--- src/sv/lps_ram.sv ---
// Generic single-write, single-read RAM with registered read data.
`default_nettype none
module lps_ram #(
	parameter int unsigned WIDTH = 1,
	parameter int unsigned DEPTH = 16
) (
	input  wire logic                     clk,
	input  wire logic                     we,
	input  wire logic [$clog2(DEPTH)-1:0] waddr,
	input  wire logic [WIDTH-1:0]         wdata,
	input  wire logic [$clog2(DEPTH)-1:0] raddr,
	output logic      [WIDTH-1:0]         rdata
);

	logic [WIDTH-1:0] mem [DEPTH];

	always_ff @(posedge clk) begin
		if (we) begin
			mem[waddr] <= wdata;
		end
		rdata <= mem[raddr];
	end

endmodule
`default_nettype wire

--- config.mk ---
export PLATFORM = sky130hd
export DESIGN_NAME = lps_ram
export DESIGN_NICKNAME = d
export VERILOG_FILES = /design/src/sv/lps_ram.sv
export SDC_FILE = /design/constraint.sdc
export NUM_CORES = 1
export LEC_CHECK = 0
export ABC_CLOCK_PERIOD_IN_PS = 3700
export BUFFER_PORTS_ARGS = -buffer_cell sky130_fd_sc_hd__buf_4
export CAP_MARGIN = 25
export CORE_MARGIN = 2
export CORE_UTILIZATION = 45
export CTS_CLUSTER_SIZE = 10
export DETAILED_ROUTE_END_ITERATION = 10
export PLACE_DENSITY = 0.66
export SLEW_MARGIN = 0
export SYNTH_ARGS = -nofsm -noshare
export SYNTH_HDL_FRONTEND = slang
export SYNTH_SLANG_ARGS = --single-unit
--- constraint.sdc ---
create_clock -name clk -period 3.7 [get_ports clk]
set_clock_uncertainty 0.15 [all_clocks]
set_input_delay 0.37 -clock clk [delete_from_list [all_inputs] [get_ports clk]]
set_output_delay 0.37 -clock clk [all_outputs]
set_load 0.02 [all_outputs]
---- Word-level counts from Yosys, hierarchy flattened ----
Memories as Yosys holds them, arrays and structs flattened. A register that Yosys moved wholly into a read port is not among the register bits.
Cells that the tools add are included.
storage, ports and cells
  input port bits ......................... 11
  RAM bits ................................ 16
  word-level logic and storage cells ...... 3
  bits in registers ....................... 0
  memories ................................ 1
  output and inout port bits .............. 1
cells by class
  mux-type cells .......................... 2
memory list
  memory  depth  width  rd ports  clocked after memory_dff  write ports  RTL line  text
  mem     16     1      1         1                         1            15        logic [WIDTH-1:0] mem [DEPTH];
operator list
  operator           count
  1-bit two-way mux  2

---- Depth between registers and ports, before layout ----
Gate-level depths: netlist of run 1.
  depth after elaboration ................. 2
  gate-level depth with buffers ........... 3
  gate-level depth less buffers ........... 3

---- Worst setup path before layout of run 1 ----
Ideal clock, no wire load.
  path type ............................... input -> register
  start ................................... input waddr[2]
  end ..................................... memory mem[0], enable pin
  data required time ...................... 3,238 ps
  stages .................................. 2
  arrival ................................. 1,007 ps
  setup time .............................. 312 ps
  path slack .............................. 2,230 ps
  path buffers ............................ 0
  cells stage by stage .................... or3b_2 nor3_1
RTL lines
  item                RTL line  text
  start: declaration  9         input wire logic [$clog2(DEPTH)-1:0] waddr,
  end: declaration    15
No word-level cell before the write port.

==> results of run 1 <==
## registers in the layout, indices dropped and copies added, names as in the netlist
| register | count |
|---|---|
| mem | 16 |
| rdata | 1 |
## power breakdown
group          leakage (nW)  switching (mW)  internal (mW)
registers             0.153         0.00108          0.215
clock network        0.0150          0.0554         0.0419
logic                 0.145          0.0166         0.0171
total                 0.313          0.0731          0.274
## stage by stage
| step | std cells | total power, mW | util, % | area (sq um) | worst slack (ns) |
|---|---|---|---|---|---|
| 2_1_floorplan | 47 | 0.235 | - | 746 | 2.23 |
| 3_3_place_gp | 74 | 0.254 | 55.7 | 848 | 2.10 |
| 3_5_place_dp | 74 | 0.255 | 55.7 | 848 | 2.07 |
| 4_1_cts | 78 | 0.347 | 57.4 | 875 | 2.28 |
| 5_1_grt | 78 | 0.355 | 57.4 | 875 | 2.26 |
| 6_report | 78 | 0.347 | 57.4 | 875 | 2.29 |
## how the worst max path moves through the flow
stage          endpoint  slack, ns  cells after the start
6_report          rdata       2.29                      3
5_1_grt           rdata       2.26                      3
4_1_cts           rdata       2.28                      3
3_5_place_dp     mem[0]       2.07                      3
3_3_place_gp     mem[0]       2.10                      3
2_1_floorplan    mem[0]       2.23                      2
## Yosys cell counts
library cell  count
dfxtp_1           1
edfxtp_1         16
mux2i_1           3
mux4_1            4
nand2_1           1
nand2b_1          2
nand3_1           1
nand3b_1          2
nor2_1           12
nor3_1            4
or3b_2            1
## placed cells by master (no fill, tap or decap)
cell type / synthesis / final
edfxtp_1: 16 / 16
nor2_1: 12 / 12
buf_4: 0 / 11
nor3_1: 4 / 4
mux4_1: 4 / 4
mux2i_1: 3 / 3
clkbuf_4: 0 / 3
nand3b_1: 2 / 2
nand2b_1: 2 / 2
nand2_1: 1 / 1
nand3_1: 1 / 1
or3b_2: 1 / 1
clkbuf_1: 0 / 1
dfxtp_1: 1 / 1
## worst reg2reg max path: cells and delay by family (launching register included)
kind,cells,cell delay [ns]
flops,1,0.39
mux,3,0.76
## routing by layer
metal	track usage (%)	up-vias	routed length (microns)
li1	-	217	-
met1	18.0	183	545
met2	20.9	17	491
met3	2.40	5	64
met4	7.27	0	28
met5	0	-	0
## layout make-up
class	count	area (sq um)	share of cell area, %
Tap cell	16	20.0	2.29
Multi-Input combinational cell	30	245	28.0
Sequential cell	17	500	57.2
Timing Repair Buffer	11	82.6	9.44
Clock buffer	4	26.3	3.00
## cell families after synthesis
family and after synthesis:
DFF 17, and+or+nand+nor 23, muxes 7
==> results.ini, run 1 <==
[status]
status = finished, final reports clean

[setup_path]
startpoint = mem[8]
r2r_setup_slack_ns = 2.29
cp.arrival_ns = 1.44
reg2reg_from = mem[8]
crit_path_max_incr_delay_ns = 0.49
crit_family = multiplexers
cpMostUsedCell = mux2i_1
crit_path_end_kind = flip-flop
crit_path_start_kind = flip-flop
cp_num_buf_inv = 0
rr_worst_depth = 3
slowest_stage = mux4_1
crit_path_cell_trace = mux4_1, mux2i_1, mux2i_1
crit_fanout = 1
critPathRequiredTime_ns = 3.74
worstReg2RegEnd = rdata
crit_type = reg -> reg

[synthesis]
synth.distinct_cells = 11
syn-cell-area_sq_um = 746
synth-xor-area-share_pct = 0
yosysWarnings = 0
yosys.area_share.simple_pct = 14.8
yosys-top-cells-area = edfxtp_1, mux4_1, nor2_1
synth.avg_cell_area_sq_um = 15.9
synth.area.mux_share_pct = 18.1
syn_nets = 58
ys_ff_latch = 17
synthCells = 47
synth_compound_area_share_pct = 0
synth_top_area_cell = edfxtp_1
synth_top_family_by_area = multiplexers
synth.yosys.seq_area_share_pct = 67.1
synth_fa_ha_area_share_pct = 0
synth_top_area_share_pct = 64.4

[route]
remaining_drc_errors = 0
wire_per_inst_microns = 14.5
num_vias = 422
wirelength_mm = 1.13
drt_iter0_drc = 7
drt-vias-per-instance = 5.41
ant_nets = 0
first_pass_iters = 4

[hold_path]
min_to = rdata
min_from = raddr[2]
hp-class = in -> reg
min_path_cells = 2

[cts]
cts_tree = done
cts_sinks = 17
root_buffer = clkbuf_4
clkSlewWorstSetupHoldPaths_ns = 0.10
post_cts_resized = 0
clk_latency_ns = 0.29
clockBufferDepth = 2
hold_buffers = 0
cts_made_buffers = 3
post_cts_buffers = 0
h-tree-depth = 1

[finish]
diodes = 0
num-nets-final = 74
area_delta_synth_final_pct = 17.3
drive_gt1_share_pct = 24.2
fill_cells = 116

[timing]
relSlewSlack_pct = 89.1
tns_ns = 0
finalSetupViolations = 0
final.period_utilization_pct = 38.0
clock.fmax_mhz = 711
rsz0062_at_grt = false
slew_viol_final = 0
worstMarginPinSlew_ns = 0.159
hold_violations = 0
hold_ws_ns = 0.114
min_period_ns = 1.41

[floorplanning]
io_pins = 12
initial_core_util_pct = 48.9
dieWidth_microns = 44.7
fp-row-count = 14
fp.dieH_microns = 44.7
coreArea_sq_mm = 0.00152
dieArea_sq_mm = 0.00200

[global_route]
antenna_found_initial = 0
grt_pass1_vias = 410
grt_overflow_total = 0
grt_pass1_wl_mm = 1.84
grt_usage_pct = 13.4
grt_max_degree = 17

[pwr]
power.leakage_nw = 0.313
power.density_mw_per_mm2 = 397
vdd_drop_max_v = 0.000178

[run]
maxCapViolCount = 0

[placement]
gp_congestion = 0.689
dp.final_hpwl_microns = 870
port_buffers = 11

Note: power is estimated with default switching activity, not from simulation.
==> run 2, diff against run 1 <==
--- a/config.mk
+++ b/config.mk
@@ -5,7 +5,7 @@
 export SDC_FILE = /design/constraint.sdc
 export NUM_CORES = 1
 export LEC_CHECK = 0
-export ABC_CLOCK_PERIOD_IN_PS = 3700
+export ABC_CLOCK_PERIOD_IN_PS = 1300
 export BUFFER_PORTS_ARGS = -buffer_cell sky130_fd_sc_hd__buf_4
 export CAP_MARGIN = 25
 export CORE_MARGIN = 2
==> constraint.sdc (replaced) <==
create_clock -name clk -period 1.3 [get_ports clk]
set_clock_uncertainty 0.15 [all_clocks]
set_input_delay 0.13 -clock clk [delete_from_list [all_inputs] [get_ports clk]]
set_output_delay 0.13 -clock clk [all_outputs]
set_load 0.02 [all_outputs]
==> results.ini, run 2 (same netlist as run 1, synthesis figures left out) <==
[cts]
post_cts_buffers = 0  ; unchanged
cts_sinks = 17  ; unchanged
clockBufferDepth = 2  ; unchanged
root_buffer = clkbuf_4
clk_latency_ns = 0.29  ; about the same
clkSlewWorstSetupHoldPaths_ns = 0.09  ; about the same
cts_made_buffers = 3  ; unchanged
cts_tree = done
h-tree-depth = 1  ; unchanged

[setup_path]
crit_path_end_kind = flip-flop
r2r_setup_slack_ns = -0.05  ; -2.34 ns
crit_fanout = 1  ; unchanged
crit_path_start_kind = flip-flop
worstReg2RegEnd = rdata
rr_worst_depth = 3  ; unchanged
cp.arrival_ns = 1.38  ; -0.06 ns
startpoint = mem[8]
crit_path_max_incr_delay_ns = 0.45  ; -0.04 ns
crit_type = reg -> reg
crit_end = rdata
crit_path_cell_trace = mux4_2, mux2i_1, mux2i_1
crit_family = multiplexers
critical_path_cell_count = 3  ; unchanged
reg2reg_from = mem[8]
cpMostUsedCell = mux2i_1
critPathRequiredTime_ns = 1.33  ; -2.41 ns
slowest_stage = mux4_2
cp_num_buf_inv = 0  ; unchanged

[floorplanning]
dieWidth_microns = 44.7  ; unchanged
dieArea_sq_mm = 0.00200  ; unchanged
fp.dieH_microns = 44.7  ; unchanged
coreArea_sq_mm = 0.00152  ; unchanged
initial_core_util_pct = 48.9  ; unchanged
fp-row-count = 14  ; unchanged
io_pins = 12  ; unchanged

[finish]
final_cells = 81  ; +3.8%
final_cell_mix = edfxtp_1, nor2_1, buf_4
area_delta_synth_final_pct = 19.5
drive_gt1_share_pct = 29.2  ; +5.0 points
fill_cells = 115  ; -0.86%
largest_reg_flops = 16  ; unchanged
top_regs = mem: 16 flops, rdata: 1 flops
num-nets-final = 77  ; +4.1%
diodes = 0  ; unchanged
regMostFlops = mem
final_common_cell = edfxtp_1

[timing]
hold_violations = 0  ; unchanged
slew_viol_final = 0  ; unchanged
final.period_utilization_pct = 104  ; +66 points
min_period_ns = 1.35  ; -0.0604 ns
relSlewSlack_pct = 86.8  ; -2.3 points
finalWorstSetupSlack_ns = -0.0464  ; -2.34 ns
worstMarginPinSlew_ns = 0.196  ; +0.0373 ns
rsz0062_at_grt = true
clock.fmax_mhz = 743  ; +4.5%
finalSetupViolations = 1  ; +1

[pwr]
clockPowerShare_pct = 27.7  ; -0.3 points
comb_power_share_pct = 10.4  ; +0.7 points
power.switching_mw = 0.207  ; +180%
power.leakage_nw = 0.314  ; +0.24%
p_seq_share_pct = 61.9  ; -0.3 points
fin_total_pwr_mw = 0.993  ; +190%
vdd_drop_max_v = 0.000749  ; +320%
power.density_mw_per_mm2 = 1120  ; +180%
p_int_mw = 0.787  ; +190%
swShare_pct = 20.8  ; -0.24 points

[hold_path]
hp-class = in -> reg

[route]
drt_iter0_drc = 7  ; unchanged
drt-vias-per-instance = 5.36  ; -0.97%
ant_nets = 0  ; unchanged
remaining_drc_errors = 0  ; unchanged
num_vias = 434  ; +2.8%
wirelength_mm = 1.15  ; +1.5%
wire_per_inst_microns = 14.2  ; -2.3%
first_pass_iters = 3  ; -1

[global_route]
grt_pass1_wl_mm = 1.82  ; -1.1%
antenna_found_initial = 0  ; unchanged
grt_usage_pct = 14.1  ; +0.66 points
grt_pass1_vias = 443  ; +8.0%
grt_max_degree = 17  ; unchanged
grt_overflow_total = 0  ; unchanged

[placement]
gp_congestion = 0.693  ; +0.52%
place_ws_ns = -0.101  ; -2.17 ns
port_buffers = 11  ; unchanged
dp_cells = 75  ; +1.4%

[status]
violations = setup timing
status = finished, violations left

[run]
maxCapViolCount = 0  ; unchanged

run 2: metrics by stage:
| step | TNS (ns) | instance area (sq um) | util (%) | hold slack [ns] |
|---|---|---|---|---|
| global route | -0.130 | 891 | 58.5 | 0.0290 |
| CTS | -0.0709 | 891 | 58.5 | 0.0158 |
| finish | -0.0464 | 891 | 58.5 | 0.00716 |
| detailed placement | -0.324 | 856 | 56.2 | 0.185 |
| global placement | -0.200 | 856 | 56.2 | 0.177 |
| floorplan | 0 | 746 | - | 0.0789 |
run 2: power groups by stage:
stage | clock [mW] | combinational (mW) | sequential [mW]
global placement | 0 | 0.0973 | 0.627
detailed placement | 0 | 0.0995 | 0.627
CTS | 0.281 | 0.106 | 0.615
finish | 0.275 | 0.104 | 0.615
floorplan | 0 | 0.0377 | 0.632
global route | 0.288 | 0.114 | 0.616
run 2: timing repair:
item	4_1_cts	5_1_grt
pin swaps	0	0
setup endpoints to repair	1	1
endpoints found under the hold margin	17	0
gates resized for setup	3	0
hold buffers	2	0
run 2: final cells by class:
cell class,count,area [sq um],area share [%]
Clock buffer,4,26.3,2.95
Multi-Input combinational cell,30,234,26.3
Timing Repair Buffer,14,110,12.4
Tap cell,16,20.0,2.25
Sequential cell,17,500,56.2
run 2: layer usage:
metal | routed length, microns | GRT usage (%) | up-vias | share of wire, %
li1 | - | - | 219 | -
met1 | 518 | 16.6 | 197 | 45
met2 | 522 | 22.0 | 14 | 46
met3 | 62 | 2.40 | 4 | 5.4
met4 | 43 | 12.7 | 0 | 3.7
met5 | 0 | 0 | - | 0
run 2: worst register-to-register path, delay by kind of cell, from the launching register on:
family | cells | cell delay, ns
flip-flops | 1 | 0.39
multiplexers | 3 | 0.69
run 2: how the worst min path moves through the flow:
stage | startpoint | endpoint | slack [ns] | cells after the start
2_1_floorplan | wdata | mem[0] | 0.08 | 0
3_3_place_gp | raddr[2] | rdata | 0.18 | 2
3_5_place_dp | raddr[2] | rdata | 0.19 | 2
4_1_cts | raddr[3] | rdata | 0.02 | 3
5_1_grt | waddr[0] | mem[4] | 0.03 | 2
6_report | raddr[3] | rdata | 0.007 | 3
==> run 3, diff against run 2 <==
--- a/config.mk
+++ b/config.mk
@@ -5,7 +5,7 @@
 export SDC_FILE = /design/constraint.sdc
 export NUM_CORES = 1
 export LEC_CHECK = 0
-export ABC_CLOCK_PERIOD_IN_PS = 1300
+export ABC_CLOCK_PERIOD_IN_PS = 1500
 export BUFFER_PORTS_ARGS = -buffer_cell sky130_fd_sc_hd__buf_4
 export CAP_MARGIN = 25
 export CORE_MARGIN = 2
==> constraint.sdc (replaced) <==
create_clock -name clk -period 1.5 [get_ports clk]
set_clock_uncertainty 0.15 [all_clocks]
set_input_delay 0.15 -clock clk [delete_from_list [all_inputs] [get_ports clk]]
set_output_delay 0.15 -clock clk [all_outputs]
set_load 0.02 [all_outputs]
==> results.ini, run 3 (same netlist as run 1, synthesis figures left out) <==
[status]
status = finished, final reports clean

[finish]
final_cells = 80  ; -1.2%
num-nets-final = 76  ; -1.3%
multi_input_area_sq_um = 245  ; +4.8%
final_cell_mix = edfxtp_1, nor2_1, buf_4
drive_gt1_share_pct = 23.4  ; -5.8 points
fill_cells = 112  ; -2.6%
seq_area_sq_um = 500  ; unchanged
regMostFlops = mem
area_delta_synth_final_pct = 20.0
top_regs = mem: 16 flops, rdata: 1 flops
diodes = 0  ; unchanged
final_common_cell = edfxtp_1
largest_reg_flops = 16  ; unchanged

[timing]
finalSetupViolations = 0  ; -1
min_period_ns = 1.39  ; +0.0474 ns
relSlewSlack_pct = 89.9  ; +3.1 points
hold_violations = 0  ; unchanged
final.period_utilization_pct = 92.9  ; -11 points
worstMarginPinSlew_ns = 0.147  ; -0.0487 ns
clock.fmax_mhz = 717  ; -3.4%
rsz0062_at_grt = false
tns_ns = 0  ; +0.0464 ns
slew_viol_final = 0  ; unchanged

[route]
ant_nets = 0  ; unchanged
first_pass_iters = 2  ; -1
drt_iter0_drc = 12  ; +5
remaining_drc_errors = 0  ; unchanged
wirelength_mm = 1.11  ; -3.6%
drt-vias-per-instance = 5.35  ; -0.15%
wire_per_inst_microns = 13.8  ; -2.4%
num_vias = 428  ; -1.4%

[hold_path]
hp-class = in -> reg
min_path_cells = 3  ; unchanged

[pwr]
power.density_mw_per_mm2 = 961  ; -14%
fin_total_pwr_mw = 0.860  ; -13%
vdd_drop_max_v = 0.000663  ; -12%
power.leakage_nw = 0.321  ; +2.4%

[cts]
cts_tree = done
cts_made_buffers = 3  ; unchanged
clockBufferDepth = 2  ; unchanged
clkSlewWorstSetupHoldPaths_ns = 0.09  ; about the same
h-tree-depth = 1  ; unchanged
hold_buffers = 2  ; unchanged
cts_sinks = 17  ; unchanged
post_cts_buffers = 0  ; unchanged
clk_latency_ns = 0.29  ; about the same
root_buffer = clkbuf_4
post_cts_resized = 0  ; -3

[global_route]
grt_usage_pct = 13.8  ; -0.28 points
grt_pass1_vias = 416  ; -6.1%
grt_pass1_wl_mm = 1.81  ; -0.77%
grt_max_degree = 17  ; unchanged
antenna_found_initial = 0  ; unchanged
grt_overflow_total = 0  ; unchanged

[placement]
port_buffers = 11  ; unchanged
dp_cells = 74  ; -1.3%
gp_congestion = 0.690  ; -0.49%
dp.final_hpwl_microns = 821

[floorplanning]
fp-row-count = 14  ; unchanged
dieWidth_microns = 44.7  ; unchanged
io_pins = 12  ; unchanged
coreArea_sq_mm = 0.00152  ; unchanged
dieArea_sq_mm = 0.00200  ; unchanged
initial_core_util_pct = 48.9  ; unchanged
fp.dieH_microns = 44.7  ; unchanged

[setup_path]
critPathRequiredTime_ns = 1.53  ; +0.20 ns
crit_fanout = 1  ; unchanged
crit_path_start_kind = flip-flop
r2r_setup_slack_ns = 0.11  ; +0.15 ns
cp.arrival_ns = 1.43  ; +0.05 ns
crit_type = reg -> reg
rr_worst_depth = 3  ; unchanged
crit_path_end_kind = flip-flop

[run]
maxCapViolCount = 0  ; unchanged

==> run 3: cell types whose count changed in the layout (fill, tap and decap cells not counted), sizes merged <==
cell / delta
buf: -1
==> run 3: critical path, stage by stage (launching register included) <==
cell      delay, ns
edfxtp_1       0.39
mux4_1         0.49
mux2i_1        0.17
mux2i_1        0.09
==> run 3: worst paths after layout <==
kind | start | end
worst min register to register | mem[15] | rdata
worst max register to register | mem[8] | rdata
worst max-delay path | mem[8] | rdata
worst min-delay path | raddr[3] | rdata
==> run 3: layer usage <==
| metal | vias to the layer above | track usage (%) | wire length [microns] | part of all wire (%) |
|---|---|---|---|---|
| li1 | 219 | - | - | - |
| met1 | 191 | 16.2 | 486 | 44 |
| met2 | 15 | 22.3 | 525 | 47 |
| met3 | 3 | 2.40 | 64 | 5.8 |
| met4 | 0 | 10.9 | 29 | 2.6 |
| met5 | - | 0 | 0 | 0 |
==> run 3: layout make-up <==
class | instances | area share [%]
multi-input cells | 30 | 27.4
clock buffers | 4 | 2.94
repair buffers | 13 | 11.5
well taps | 16 | 2.24
flip-flops and latches | 17 | 55.9
==> run 3: power by group <==
| part | leakage, nW | switching (mW) | total (mW) | internal [mW] |
|---|---|---|---|---|
| Clock | 0.0150 | 0.137 | 0.241 | 0.104 |
| Combinational | 0.153 | 0.0407 | 0.0863 | 0.0456 |
| Sequential | 0.153 | 0.00249 | 0.533 | 0.530 |
| Total | 0.321 | 0.181 | 0.860 | 0.679 |
==> run 3: through the flow <==
step	setup WS, ns	utilization (%)	instance area (sq um)	hold WS (ns)
2_1_floorplan	0.215	-	746	0.0989
3_3_place_gp	0.117	55.7	848	0.197
3_5_place_dp	0.0908	55.7	848	0.207
4_1_cts	0.0963	58.7	895	0.0356
5_1_grt	0.0426	58.7	895	0.0460
6_report	0.106	58.7	895	0.0359
